$ cat config.mk
export PLATFORM = sky130hd
export DESIGN_NAME = column_minmax_decimator_unit_flat
export DESIGN_NICKNAME = d
export VERILOG_FILES = /design/src/sv/cmmd_pkg.sv /design/src/sv/cmmd_if.sv /design/src/sv/cmmd_fifo.sv /design/src/sv/cmmd_front.sv /design/src/sv/cmmd_back.sv /design/src/sv/column_minmax_decimator_unit.sv /design/src/flat_wrapper.sv
export VERILOG_INCLUDE_DIRS = /design/src /design/src/sv
export SDC_FILE = /design/constraint.sdc
export NUM_CORES = 2
export LEC_CHECK = 0
export BUFFER_PORTS_ARGS = -buffer_cell sky130_fd_sc_hd__clkbuf_2
export CORE_MARGIN = 3
export CORE_UTILIZATION = 38
export DETAILED_ROUTE_END_ITERATION = 8
export PLACE_DENSITY = 0.64
export SYNTH_ARGS = -nofsm -noshare
export SYNTH_HDL_FRONTEND = slang
export SYNTH_HIERARCHICAL = 1
export SYNTH_SLANG_ARGS = --single-unit
$ cat constraint.sdc
create_clock -name clk -period 11 [get_ports clk]
set_input_delay 0.55 -clock clk [delete_from_list [all_inputs] [get_ports clk]]
set_output_delay 0.55 -clock clk [all_outputs]
set_load 0.02 [all_outputs]
$ cat src/sv/column_minmax_decimator_unit_assert.svh
// Assertion macros for the column min/max decimator.
`ifndef COLUMN_MINMAX_DECIMATOR_UNIT_ASSERT_SVH
`define COLUMN_MINMAX_DECIMATOR_UNIT_ASSERT_SVH

// Same-cycle implication, clocked on clk, held off during rst.
`define CMMD_ASSERT_NOW(label, ante, cons, msg) \
  label: assert property (@(posedge clk) disable iff (rst) (ante) |-> (cons)) \
    else $error(msg);

// Next-cycle implication, clocked on clk, held off during rst.
`define CMMD_ASSERT_NEXT(label, ante, cons, msg) \
  label: assert property (@(posedge clk) disable iff (rst) (ante) |=> (cons)) \
    else $error(msg);

`endif

$ cat src/sv/cmmd_pkg.sv
// Shared types and constants for the column min/max decimator.
`timescale 1ns / 1ps
package cmmd_pkg;

  localparam int CFG_INDEX_W = 3;
  localparam int CFG_DATA_W  = 32;
  localparam int FIFO_DEPTH  = 4;
  localparam int KEPT_W      = 16;

  typedef enum logic [CFG_INDEX_W-1:0] {
    REG_X_MIN        = 3'd0,
    REG_X_MAX        = 3'd1,
    REG_COLUMN_SCALE = 3'd2,
    REG_COLUMN_COUNT = 3'd3,
    REG_SAMPLE_COUNT = 3'd4
  } cfg_reg_t;

  typedef struct packed {
    logic signed [31:0] x_min;
    logic signed [31:0] x_max;
    logic [31:0]        column_scale;
    logic [12:0]        column_count;
    logic [16:0]        sample_count;
  } cfg_t;

  localparam cfg_t CFG_RESET = '{
    x_min:        32'sd0,
    x_max:        32'sd65536,
    column_scale: 32'd65536,
    column_count: 13'd1024,
    sample_count: 17'd0
  };

  // saturation limits of the column number
  localparam logic signed [31:0] COL_MIN = 32'sh8000_0000;
  localparam logic signed [31:0] COL_MAX = 32'sh7FFF_FFFF;

  typedef struct packed {
    logic full;
    logic empty;
  } fifo_stat_t;

endpackage

$ cat src/sv/cmmd_if.sv
// Channel interfaces: incoming samples and kept indices.
`timescale 1ns / 1ps
interface cmmd_sample_if;
  logic               valid;
  logic               ready;
  logic signed [31:0] x_value;
  logic signed [31:0] y_value;
  logic               is_gap;
  logic               last_sample;

  modport source (output valid, output x_value, output y_value, output is_gap,
                  output last_sample, input ready);
  modport sink (input valid, input x_value, input y_value, input is_gap,
                input last_sample, output ready);
endinterface

interface cmmd_kept_if;
  logic        valid;
  logic        ready;
  logic [15:0] kept_index;
  logic        run_last;

  modport source (output valid, output kept_index, output run_last, input ready);
  modport sink (input valid, input kept_index, input run_last, output ready);
endinterface

$ cat src/sv/cmmd_fifo.sv
// Small register queue of run descriptors between front and back.
`timescale 1ns / 1ps
module cmmd_fifo import cmmd_pkg::*; #(
  parameter int WIDTH = 8,
  parameter int DEPTH = 4
) (
  input  logic             clk,
  input  logic             rst,
  input  logic             push,
  input  logic [WIDTH-1:0] push_data,
  input  logic             pop,
  output logic [WIDTH-1:0] pop_data,
  output fifo_stat_t       stat
);

  localparam int PTR_W = (DEPTH > 1) ? $clog2(DEPTH) : 1;
  localparam int CNT_W = $clog2(DEPTH + 1);

  logic [WIDTH-1:0] mem [DEPTH];
  logic [PTR_W-1:0] wr_ptr;
  logic [PTR_W-1:0] rd_ptr;
  logic [CNT_W-1:0] count;

  assign pop_data   = mem[rd_ptr];
  assign stat.full  = (count == CNT_W'(DEPTH));
  assign stat.empty = (count == '0);

  always_ff @(posedge clk) begin
    if (push) begin
      mem[wr_ptr] <= push_data;
    end
  end

  always_ff @(posedge clk) begin
    if (rst) begin
      wr_ptr <= '0;
      rd_ptr <= '0;
      count  <= '0;
    end else begin
      if (push) begin
        wr_ptr <= (wr_ptr == PTR_W'(DEPTH - 1)) ? '0 : wr_ptr + 1'b1;
      end
      if (pop) begin
        rd_ptr <= (rd_ptr == PTR_W'(DEPTH - 1)) ? '0 : rd_ptr + 1'b1;
      end
      unique case ({push, pop})
        2'b10:   count <= count + 1'b1;
        2'b01:   count <= count - 1'b1;
        default: count <= count;
      endcase
    end
  end

endmodule

$ cat src/sv/cmmd_front.sv
// Front: column mapping pipeline and run tracking, emits run descriptors.
`timescale 1ns / 1ps
module cmmd_front import cmmd_pkg::*; #(
  parameter int MAX_SAMPLES = 65536,
  localparam int IDX_W = $clog2(MAX_SAMPLES),
  localparam int DESC_W = 5 * IDX_W + 2
) (
  input  logic              clk,
  input  logic              rst,
  cmmd_sample_if.sink       samples,
  input  cfg_t              cfg,
  input  fifo_stat_t        fstat,
  output logic              push,
  output logic [DESC_W-1:0] push_data
);

  typedef struct packed {
    logic             run_valid;
    logic [IDX_W-1:0] first_idx;
    logic [IDX_W-1:0] low_idx;
    logic [IDX_W-1:0] high_idx;
    logic [IDX_W-1:0] latest_idx;
    logic             tail_valid;
    logic [IDX_W-1:0] tail_idx;
  } desc_t;

  logic advance;
  logic take;
  logic need_push;

  // stage a: offset from x_min
  logic               a_valid;
  logic               a_neg;
  logic [31:0]        a_mag;
  logic signed [31:0] a_y;
  logic               a_gap, a_last, a_pass;
  // stage b: scaled product
  logic               b_valid;
  logic               b_neg;
  logic [63:0]        b_prod;
  logic signed [31:0] b_y;
  logic               b_gap, b_last, b_pass;
  // stage c: saturated column
  logic               c_valid;
  logic signed [31:0] c_col;
  logic signed [31:0] c_y;
  logic               c_gap, c_last, c_pass;

  logic signed [32:0] diff;
  logic signed [32:0] diff_neg;
  logic               pass;
  logic [63:0]        prod;
  logic [31:0]        q;
  logic signed [31:0] col;

  // run state
  logic [IDX_W-1:0]   counter, counter_next;
  logic               column_open, column_open_next;
  logic signed [31:0] current_column, current_column_next;
  logic [IDX_W-1:0]   first_index, first_index_next;
  logic [IDX_W-1:0]   latest_index, latest_index_next;
  logic [IDX_W-1:0]   low_index, low_index_next;
  logic [IDX_W-1:0]   high_index, high_index_next;
  logic signed [31:0] low_y, low_y_next;
  logic signed [31:0] high_y, high_y_next;
  desc_t              desc;

  // the pipe holds while stage c has a descriptor that the queue cannot take
  assign advance       = !(need_push && fstat.full);
  assign samples.ready = advance;
  assign take          = samples.valid && advance;

  assign diff     = $signed({samples.x_value[31], samples.x_value})
                  - $signed({cfg.x_min[31], cfg.x_min});
  assign diff_neg = -diff;
  assign pass     = (cfg.column_count < 13'd2)
                 || (cfg.sample_count <= {2'b00, cfg.column_count, 2'b00})
                 || !($signed(cfg.x_max) > $signed(cfg.x_min));
  assign prod     = a_mag * cfg.column_scale;
  assign q        = b_prod[63:32];

  always_comb begin
    if (b_neg) begin
      col = q[31] ? COL_MIN : $signed(32'd0 - q);
    end else begin
      col = q[31] ? COL_MAX : $signed(q);
    end
  end

  always_ff @(posedge clk) begin
    if (rst) begin
      a_valid <= 1'b0;
      b_valid <= 1'b0;
      c_valid <= 1'b0;
    end else if (advance) begin
      a_valid <= take;
      b_valid <= a_valid;
      c_valid <= b_valid;
    end
  end

  always_ff @(posedge clk) begin
    if (advance) begin
      a_neg  <= diff[32];
      a_mag  <= diff[32] ? diff_neg[31:0] : diff[31:0];
      a_y    <= samples.y_value;
      a_gap  <= samples.is_gap;
      a_last <= samples.last_sample;
      a_pass <= pass;
      b_neg  <= a_neg;
      b_prod <= prod;
      b_y    <= a_y;
      b_gap  <= a_gap;
      b_last <= a_last;
      b_pass <= a_pass;
      c_col  <= col;
      c_y    <= b_y;
      c_gap  <= b_gap;
      c_last <= b_last;
      c_pass <= b_pass;
    end
  end

  // classification against the open run
  always_comb begin
    desc                = '0;
    column_open_next    = column_open;
    current_column_next = current_column;
    first_index_next    = first_index;
    latest_index_next   = latest_index;
    low_index_next      = low_index;
    high_index_next     = high_index;
    low_y_next          = low_y;
    high_y_next         = high_y;
    desc.first_idx      = first_index;
    desc.low_idx        = low_index;
    desc.high_idx       = high_index;
    desc.latest_idx     = latest_index;
    desc.tail_idx       = counter;
    if (c_pass || c_gap) begin
      desc.run_valid   = column_open;
      desc.tail_valid  = 1'b1;
      column_open_next = 1'b0;
    end else if (!column_open || (c_col != current_column)) begin
      desc.run_valid      = column_open;
      current_column_next = c_col;
      first_index_next    = counter;
      latest_index_next   = counter;
      low_index_next      = counter;
      high_index_next     = counter;
      low_y_next          = c_y;
      high_y_next         = c_y;
      column_open_next    = !c_last;
      // a run opened and closed by the last sample is just this index
      desc.tail_valid     = c_last;
    end else begin
      latest_index_next = counter;
      if (c_y < low_y) begin
        low_y_next     = c_y;
        low_index_next = counter;
      end
      if (c_y > high_y) begin
        high_y_next     = c_y;
        high_index_next = counter;
      end
      if (c_last) begin
        desc.run_valid   = 1'b1;
        desc.low_idx     = low_index_next;
        desc.high_idx    = high_index_next;
        desc.latest_idx  = counter;
        column_open_next = 1'b0;
      end
    end
    need_push = c_valid && (desc.run_valid || desc.tail_valid);
    push      = need_push && !fstat.full;
    if (c_last || (counter == IDX_W'(MAX_SAMPLES - 1))) begin
      counter_next = '0;
    end else begin
      counter_next = counter + 1'b1;
    end
  end

  assign push_data = desc;

  always_ff @(posedge clk) begin
    if (rst) begin
      counter        <= '0;
      column_open    <= 1'b0;
      current_column <= '0;
    end else if (c_valid && advance) begin
      counter        <= counter_next;
      column_open    <= column_open_next;
      current_column <= current_column_next;
    end
  end

  always_ff @(posedge clk) begin
    if (c_valid && advance) begin
      first_index  <= first_index_next;
      latest_index <= latest_index_next;
      low_index    <= low_index_next;
      high_index   <= high_index_next;
      low_y        <= low_y_next;
      high_y       <= high_y_next;
    end
  end

endmodule

$ cat src/sv/cmmd_back.sv
// Back: sorts a run descriptor, drops duplicates and sends indices out one by one.
`timescale 1ns / 1ps
module cmmd_back import cmmd_pkg::*; #(
  parameter int MAX_SAMPLES = 65536,
  localparam int IDX_W = $clog2(MAX_SAMPLES),
  localparam int DESC_W = 5 * IDX_W + 2
) (
  input  logic              clk,
  input  logic              rst,
  input  fifo_stat_t        fstat,
  input  logic [DESC_W-1:0] head,
  output logic              pop,
  cmmd_kept_if.source       kept
);

  typedef struct packed {
    logic             run_valid;
    logic [IDX_W-1:0] first_idx;
    logic [IDX_W-1:0] low_idx;
    logic [IDX_W-1:0] high_idx;
    logic [IDX_W-1:0] latest_idx;
    logic             tail_valid;
    logic [IDX_W-1:0] tail_idx;
  } desc_t;

  desc_t            hd;
  logic [IDX_W-1:0] t0 [4];
  logic [IDX_W-1:0] t1 [4];
  logic [IDX_W-1:0] srt [4];
  logic [4:0]       keep;

  logic [IDX_W-1:0] slot [5];
  logic [4:0]       mask;
  logic [4:0]       pick;
  logic [4:0]       rest;
  logic [IDX_W-1:0] word;
  logic             emit;

  assign hd = head;

  // five compare-exchanges in three layers
  always_comb begin
    t0[0] = (hd.first_idx < hd.low_idx) ? hd.first_idx : hd.low_idx;
    t0[1] = (hd.first_idx < hd.low_idx) ? hd.low_idx : hd.first_idx;
    t0[2] = (hd.high_idx < hd.latest_idx) ? hd.high_idx : hd.latest_idx;
    t0[3] = (hd.high_idx < hd.latest_idx) ? hd.latest_idx : hd.high_idx;
    t1[0] = (t0[0] < t0[2]) ? t0[0] : t0[2];
    t1[2] = (t0[0] < t0[2]) ? t0[2] : t0[0];
    t1[1] = (t0[1] < t0[3]) ? t0[1] : t0[3];
    t1[3] = (t0[1] < t0[3]) ? t0[3] : t0[1];
    srt[0] = t1[0];
    srt[1] = (t1[1] < t1[2]) ? t1[1] : t1[2];
    srt[2] = (t1[1] < t1[2]) ? t1[2] : t1[1];
    srt[3] = t1[3];
    keep[0] = hd.run_valid;
    keep[1] = hd.run_valid && (srt[1] != srt[0]);
    keep[2] = hd.run_valid && (srt[2] != srt[1]);
    keep[3] = hd.run_valid && (srt[3] != srt[2]);
    keep[4] = hd.tail_valid;
  end

  // lowest pending slot goes next
  assign pick = mask & (~mask + 5'd1);
  assign rest = mask & ~pick;
  assign emit = (mask != '0) && (!kept.valid || kept.ready);
  assign pop  = !fstat.empty && ((mask == '0) || (emit && (rest == '0)));

  always_comb begin
    word = '0;
    for (int i = 0; i < 5; i++) begin
      if (pick[i]) begin
        word = word | slot[i];
      end
    end
  end

  always_ff @(posedge clk) begin
    if (rst) begin
      mask       <= '0;
      kept.valid <= 1'b0;
    end else begin
      if (pop) begin
        mask <= keep;
      end else if (emit) begin
        mask <= rest;
      end
      if (emit) begin
        kept.valid <= 1'b1;
      end else if (kept.ready) begin
        kept.valid <= 1'b0;
      end
    end
  end

  always_ff @(posedge clk) begin
    if (pop) begin
      slot[0] <= srt[0];
      slot[1] <= srt[1];
      slot[2] <= srt[2];
      slot[3] <= srt[3];
      slot[4] <= hd.tail_idx;
    end
    if (emit) begin
      kept.kept_index <= KEPT_W'(word);
      kept.run_last   <= (rest == '0);
    end
  end

endmodule

$ cat src/sv/column_minmax_decimator_unit.sv
// Column min/max decimator: top level with configuration registers.
`timescale 1ns / 1ps
// Usage
//   samples : sink channel, one (x_value, y_value, is_gap, last_sample) word per
//             handshake. Indices are counted from 0 and restart after last_sample.
//   kept    : source channel, one kept_index word per handshake; run_last marks
//             the final index produced by a given sample.
//   cfg_*   : write-only register port (x_min, x_max, column_scale, column_count,
//             sample_count); write only while the block holds no pending work.
// Timing
//   A sample is taken every cycle while the descriptor queue has room. The front
//   is a three-stage pipe (offset, 32x32 scale multiply, saturation) followed by
//   run classification; a run-closing sample passes the pipe, the queue and the
//   back's registers before its first index shows on kept. The back sends one
//   index per cycle while kept is ready, so a run close gives up to five indices;
//   a four-deep queue absorbs them; sustained rate is output-bound at one word/cycle.
// Reset (rst, synchronous): config returns to defaults, no run is open, index
//   counter goes to 0, queue and output register empty.
// Stall: a stalled receiver holds the output word, the back stops, the queue
//   fills, and samples.ready drops only once the queue is full.
module column_minmax_decimator_unit import cmmd_pkg::*; #(
  parameter int MAX_SAMPLES = 65536,
  parameter int MAX_COLUMNS = 4096
) (
  input  logic                   clk,
  input  logic                   rst,
  cmmd_sample_if.sink            samples,
  cmmd_kept_if.source            kept,
  input  logic                   cfg_write,
  input  logic [CFG_INDEX_W-1:0] cfg_index,
  input  logic [CFG_DATA_W-1:0]  cfg_data
);

  localparam int IDX_W  = $clog2(MAX_SAMPLES);
  localparam int DESC_W = 5 * IDX_W + 2;

  cfg_t              cfg;
  fifo_stat_t        fifo_stat;
  logic              fifo_push;
  logic              fifo_pop;
  logic [DESC_W-1:0] fifo_in;
  logic [DESC_W-1:0] fifo_head;

  // register file; column and sample counts saturate on write
  always_ff @(posedge clk) begin
    if (rst) begin
      cfg <= CFG_RESET;
    end else if (cfg_write) begin
      unique case (cfg_reg_t'(cfg_index))
        REG_X_MIN:        cfg.x_min <= $signed(cfg_data);
        REG_X_MAX:        cfg.x_max <= $signed(cfg_data);
        REG_COLUMN_SCALE: cfg.column_scale <= cfg_data;
        REG_COLUMN_COUNT: begin
          if ({19'd0, cfg_data[12:0]} > 32'(MAX_COLUMNS)) begin
            cfg.column_count <= 13'(MAX_COLUMNS);
          end else begin
            cfg.column_count <= cfg_data[12:0];
          end
        end
        REG_SAMPLE_COUNT: begin
          if ({15'd0, cfg_data[16:0]} > 32'(MAX_SAMPLES)) begin
            cfg.sample_count <= 17'(MAX_SAMPLES);
          end else begin
            cfg.sample_count <= cfg_data[16:0];
          end
        end
        default: cfg <= cfg;
      endcase
    end
  end

  // front: map to columns, track the open run, hand closed runs on
  cmmd_front #(.MAX_SAMPLES(MAX_SAMPLES)) u_front (
    .clk       (clk),
    .rst       (rst),
    .samples   (samples),
    .cfg       (cfg),
    .fstat     (fifo_stat),
    .push      (fifo_push),
    .push_data (fifo_in)
  );

  cmmd_fifo #(.WIDTH(DESC_W), .DEPTH(FIFO_DEPTH)) u_fifo (
    .clk       (clk),
    .rst       (rst),
    .push      (fifo_push),
    .push_data (fifo_in),
    .pop       (fifo_pop),
    .pop_data  (fifo_head),
    .stat      (fifo_stat)
  );

  // back: sort, dedup, serialise
  cmmd_back #(.MAX_SAMPLES(MAX_SAMPLES)) u_back (
    .clk   (clk),
    .rst   (rst),
    .fstat (fifo_stat),
    .head  (fifo_head),
    .pop   (fifo_pop),
    .kept  (kept)
  );

`include "column_minmax_decimator_unit_assert.svh"

  `CMMD_ASSERT_NOW(a_no_overflow, fifo_push, !fifo_stat.full, "descriptor pushed into full queue")
  `CMMD_ASSERT_NOW(a_no_underflow, fifo_pop, !fifo_stat.empty, "descriptor popped from empty queue")
  `CMMD_ASSERT_NOW(a_stall_cause, !samples.ready, fifo_stat.full, "input stalled with queue room")
  `CMMD_ASSERT_NEXT(a_burst_on, kept.valid && kept.ready && !kept.run_last, kept.valid, "burst broken before run_last")

endmodule
$ cat src/flat_wrapper.sv
// flat-port wrapper written by rule: the top's interface ports become plain ports
module column_minmax_decimator_unit_flat import cmmd_pkg::*;
#(
  parameter int MAX_SAMPLES = 65536,
  parameter int MAX_COLUMNS = 4096
)
  (clk, rst, cfg_write, cfg_index, cfg_data, samples_valid, samples_x_value, samples_y_value, samples_is_gap, samples_last_sample, samples_ready, kept_valid, kept_kept_index, kept_run_last, kept_ready);
  cmmd_sample_if samples_i ();
  cmmd_kept_if kept_i ();
  input  logic clk;
  input  logic rst;
  input  logic cfg_write;
  input  logic [CFG_INDEX_W-1:0] cfg_index;
  input  logic [CFG_DATA_W-1:0] cfg_data;
  input wire logic [$bits(samples_i.valid)-1:0] samples_valid;
  input wire logic [$bits(samples_i.x_value)-1:0] samples_x_value;
  input wire logic [$bits(samples_i.y_value)-1:0] samples_y_value;
  input wire logic [$bits(samples_i.is_gap)-1:0] samples_is_gap;
  input wire logic [$bits(samples_i.last_sample)-1:0] samples_last_sample;
  output wire logic [$bits(samples_i.ready)-1:0] samples_ready;
  output wire logic [$bits(kept_i.valid)-1:0] kept_valid;
  output wire logic [$bits(kept_i.kept_index)-1:0] kept_kept_index;
  output wire logic [$bits(kept_i.run_last)-1:0] kept_run_last;
  input wire logic [$bits(kept_i.ready)-1:0] kept_ready;
  assign samples_i.valid = samples_valid;
  assign samples_i.x_value = samples_x_value;
  assign samples_i.y_value = samples_y_value;
  assign samples_i.is_gap = samples_is_gap;
  assign samples_i.last_sample = samples_last_sample;
  assign samples_ready = samples_i.ready;
  assign kept_valid = kept_i.valid;
  assign kept_kept_index = kept_i.kept_index;
  assign kept_run_last = kept_i.run_last;
  assign kept_i.ready = kept_ready;
  column_minmax_decimator_unit #(.MAX_SAMPLES(MAX_SAMPLES), .MAX_COLUMNS(MAX_COLUMNS)) u_core (.clk(clk), .rst(rst), .samples(samples_i), .kept(kept_i), .cfg_write(cfg_write), .cfg_index(cfg_index), .cfg_data(cfg_data));
endmodule
==> run_results.csv <==
group,metric,value,unit
drt,drt-pass1-iter-count,8,
sta,finalCritPeriodShare,0.908,
cts,cts_buffers,94,
cells_and_area,multiInputGateArea,0.0461,sq mm
cts,cts_setup_buffers,0,
cells_and_area,nets,8715,
sta,rsz0062_at_grt,"false",
sta,hold_violations,0,
drt,wirelength,207000,um
sta,fmax,0.100,GHz
status,status,"finished clean",
cts,clock-sinks,949,
job,cap_violations,0,
cts,cts.path.max_buffers,3,
place,placedCellCount,9774,
global_route,grt_max_degree,152,
sta,fin_skew,0.0821,ns
logic_synthesis,synth_fp_nets,8686,
cts,clk_latency,0.73,ns
sta,setup_viol,0,
critical_path,crit_path_max_fanout,23,
global_route,grt_util_all_layers,0.196,
die,dieWidth,460,um
logic_synthesis,synth_ff_type,"edfxtp_1",
sta,holdWs,0.0659,ns
cells_and_area,fillerInstances,19100,
cts,cts_tree,"built",
critical_path,worstRegToRegCells,30,
logic_synthesis,async_reset_ff_frac,0,
logic_synthesis,yosys_warnings,6,
logic_synthesis,synth_area_leaders,"edfxtp_1, fa_1, ha_1",
min_path,hp-class,"input port to flop",
global_route,grt_pass1_wl,324000,um
cts,clkTransAtPathRegs,0.06,ns
critical_path,worstSetupPathType,"flop to flop",
logic_synthesis,synth_seq_cells,949,
critical_path,critical_path.slowest_cell,"mux2i_1",
cells_and_area,drive_gt1_frac,0.0904,
cts,ctsResizeCount,0,
logic_synthesis,synth-edff-count,756,
power_and_ir_drop,leakage,0.0364,uW
sta,fin_crit,9.98,ns
place,place_area,0.0818,sq mm
sta,fin_tns_setup,0,ns
logic_synthesis,ys_seq_area_frac,0.339,
die,rows,165,
drt,drtIter0Drc,4064,
critical_path,end_kind,"flop",
place,place.gp.congestion,0.944,
logic_synthesis,synth_top_area_share,0.290,
drt,wl_per_cell,20.7,um
place,place_hpwl,156000,um
cells_and_area,final_area,0.0853,sq mm
cells_and_area,fin_cells,9979,
critical_path,cp-start-kind,"flop",
sta,maxSlewViolCount,0,
cells_and_area,area_growth,8.99,%
drt,vias_per_cell,5.28,
die,die_h,460,um
logic_synthesis,synth.most_common_cell,"inv_1",
cts,root_buffer,"clkbuf_16",
logic_synthesis,postSynthCellCount,7201,
global_route,antenna_found_initial,10,
sta,worst_pin_slew,1.30,ns
logic_synthesis,synth_common_cells,"inv_1, fa_1, nand2_1",
min_path,min_path_cells,1,
logic_synthesis,syn_area,0.0783,sq mm
global_route,gr-total-overflow,0,
drt,vias,52700,
die,start_util,0.384,
place,port_buffers,124,
cts,htreeDepth,3,
logic_synthesis,avgSynthCellArea,10.9,sq um
critical_path,required,11.61,ns
die,fp.dieArea,0.211,sq mm
cells_and_area,post-route-util,0.419,
sta,slew_headroom,0.133,
global_route,grt_pass1_vias,55600,
power_and_ir_drop,ir_worst_vdd,0.513,mV
critical_path,cp_data_arrival_time,10.59,ns
power_and_ir_drop,powerDensity,235,mW/mm^2
critical_path,critical_path.max_stage_delay,0.86,ns
drt,drc_errors,0,
die,core,0.204,sq mm
die,ios,125,
drt,ant_nets,0,
cells_and_area,seq_area,0.0266,sq mm
min_path,min_from,"samples_y_value[11]",
logic_synthesis,synth.distinct_cells,128,
logic_synthesis,yosys.area.top_type,"edfxtp_1",
power by group:
group | internal [uW] | total (uW) | leakage, uW | switching (uW)
registers | 4710 | 5090 | 0.00870 | 384
clock network | 1850 | 3270 | 0.00152 | 1420
logic | 4150 | 11700 | 0.0262 | 7510
layer usage:
layer  vias to the layer above  part of all wire  GRT usage
met5                         -          0.000053          0
met4                         2             0.030     0.0562
met3                       317             0.059     0.0273
met2                      1612              0.49      0.335
met1                     26800              0.43      0.260
li1                      24000                 -          -
critical path: cells and delay by family, from the launching register on:
family                     cells  cell delay [ns]
AOI/OAI and AO/OA             16             4.46
muxes                          3             1.89
and+or+nand+nor                5             1.15
adders and majority gates      3             0.95
buffers and inverters          3             0.76
DFF                            1             0.65
registers in the layout, summed over array words and instances (netlist names), 32 cells and up, named ones only:
| register | flops |
|---|---|
| u_core/u_fifo/mem | 328 |
| u_core/cfg | 126 |
| u_core/u_back/slot | 80 |
| u_core/u_front/a_mag | 32 |
| u_core/u_front/a_y | 32 |
| u_core/u_front/b_prod | 32 |
| u_core/u_front/b_y | 32 |
| u_core/u_front/c_col | 32 |
| u_core/u_front/c_y | 32 |
| u_core/u_front/current_column | 32 |
| u_core/u_front/high_y | 32 |
| u_core/u_front/low_y | 32 |
cell usage in the layout (no fill, tap or decap), types with 149 or more instances in the layout:
cell	n
a21oi_1	315
inv_1	1077
ha_1	482
edfxtp_1	756
o21ai_0	149
nand2_1	808
dfxtp_1	185
fa_1	897
and2_1	622
nor2_1	215
layout make-up:
cell class,count,share of cell area
multi-input cells,4812,0.540
flip-flops and latches,949,0.312
inverters,1080,0.0475
well taps,2672,0.0392
clock buffers,116,0.0293
repair buffers,293,0.0240
clock inverters,54,0.00792
diodes,3,0.0000880
metrics by stage:
step	setup WS, ns	total power, uW
2_1_floorplan	2.58	12600
3_3_place_gp	1.07	16700
3_5_place_dp	1.05	16600
4_1_cts	1.04	20000
5_1_grt	0.309	21300
6_report	1.02	20000
kinds of logic (layout without fill, tap and decap cells):
| logic type | after synthesis | in the layout | synth area share |
|---|---|---|---|
| other | 0 | 3 | 0 |
| buffers and inverters | 1440 | 1543 | 0.0727 |
| flip-flops | 949 | 949 | 0.339 |
| AO/OA/AOI/OAI | 958 | 958 | 0.0822 |
| XOR/XNOR | 167 | 167 | 0.0187 |
| AND/OR/NAND/NOR | 2052 | 2052 | 0.133 |
| adder cells (fa/ha/maj) | 1381 | 1381 | 0.307 |
| multiplexers | 254 | 254 | 0.0473 |
final timing paths:
kind                                          endpoint  slack [ns]
worst max-delay path             u_core/u_back/mask[3]        1.02
worst min-delay path            u_core/u_front/a_y[11]        0.07
worst max register to register   u_core/u_back/mask[3]        1.02
worst min register to register  u_core/u_front/b_y[10]        0.35
timing repair:
| action | 4_1_cts | 5_1_grt |
|---|---|---|
| endpoints found under the hold margin | 32 | 0 |
| endpoints found under the setup margin | 0 | 0 |
| hold buffers | 32 | 0 |
(Power assumes the default switching activity.)
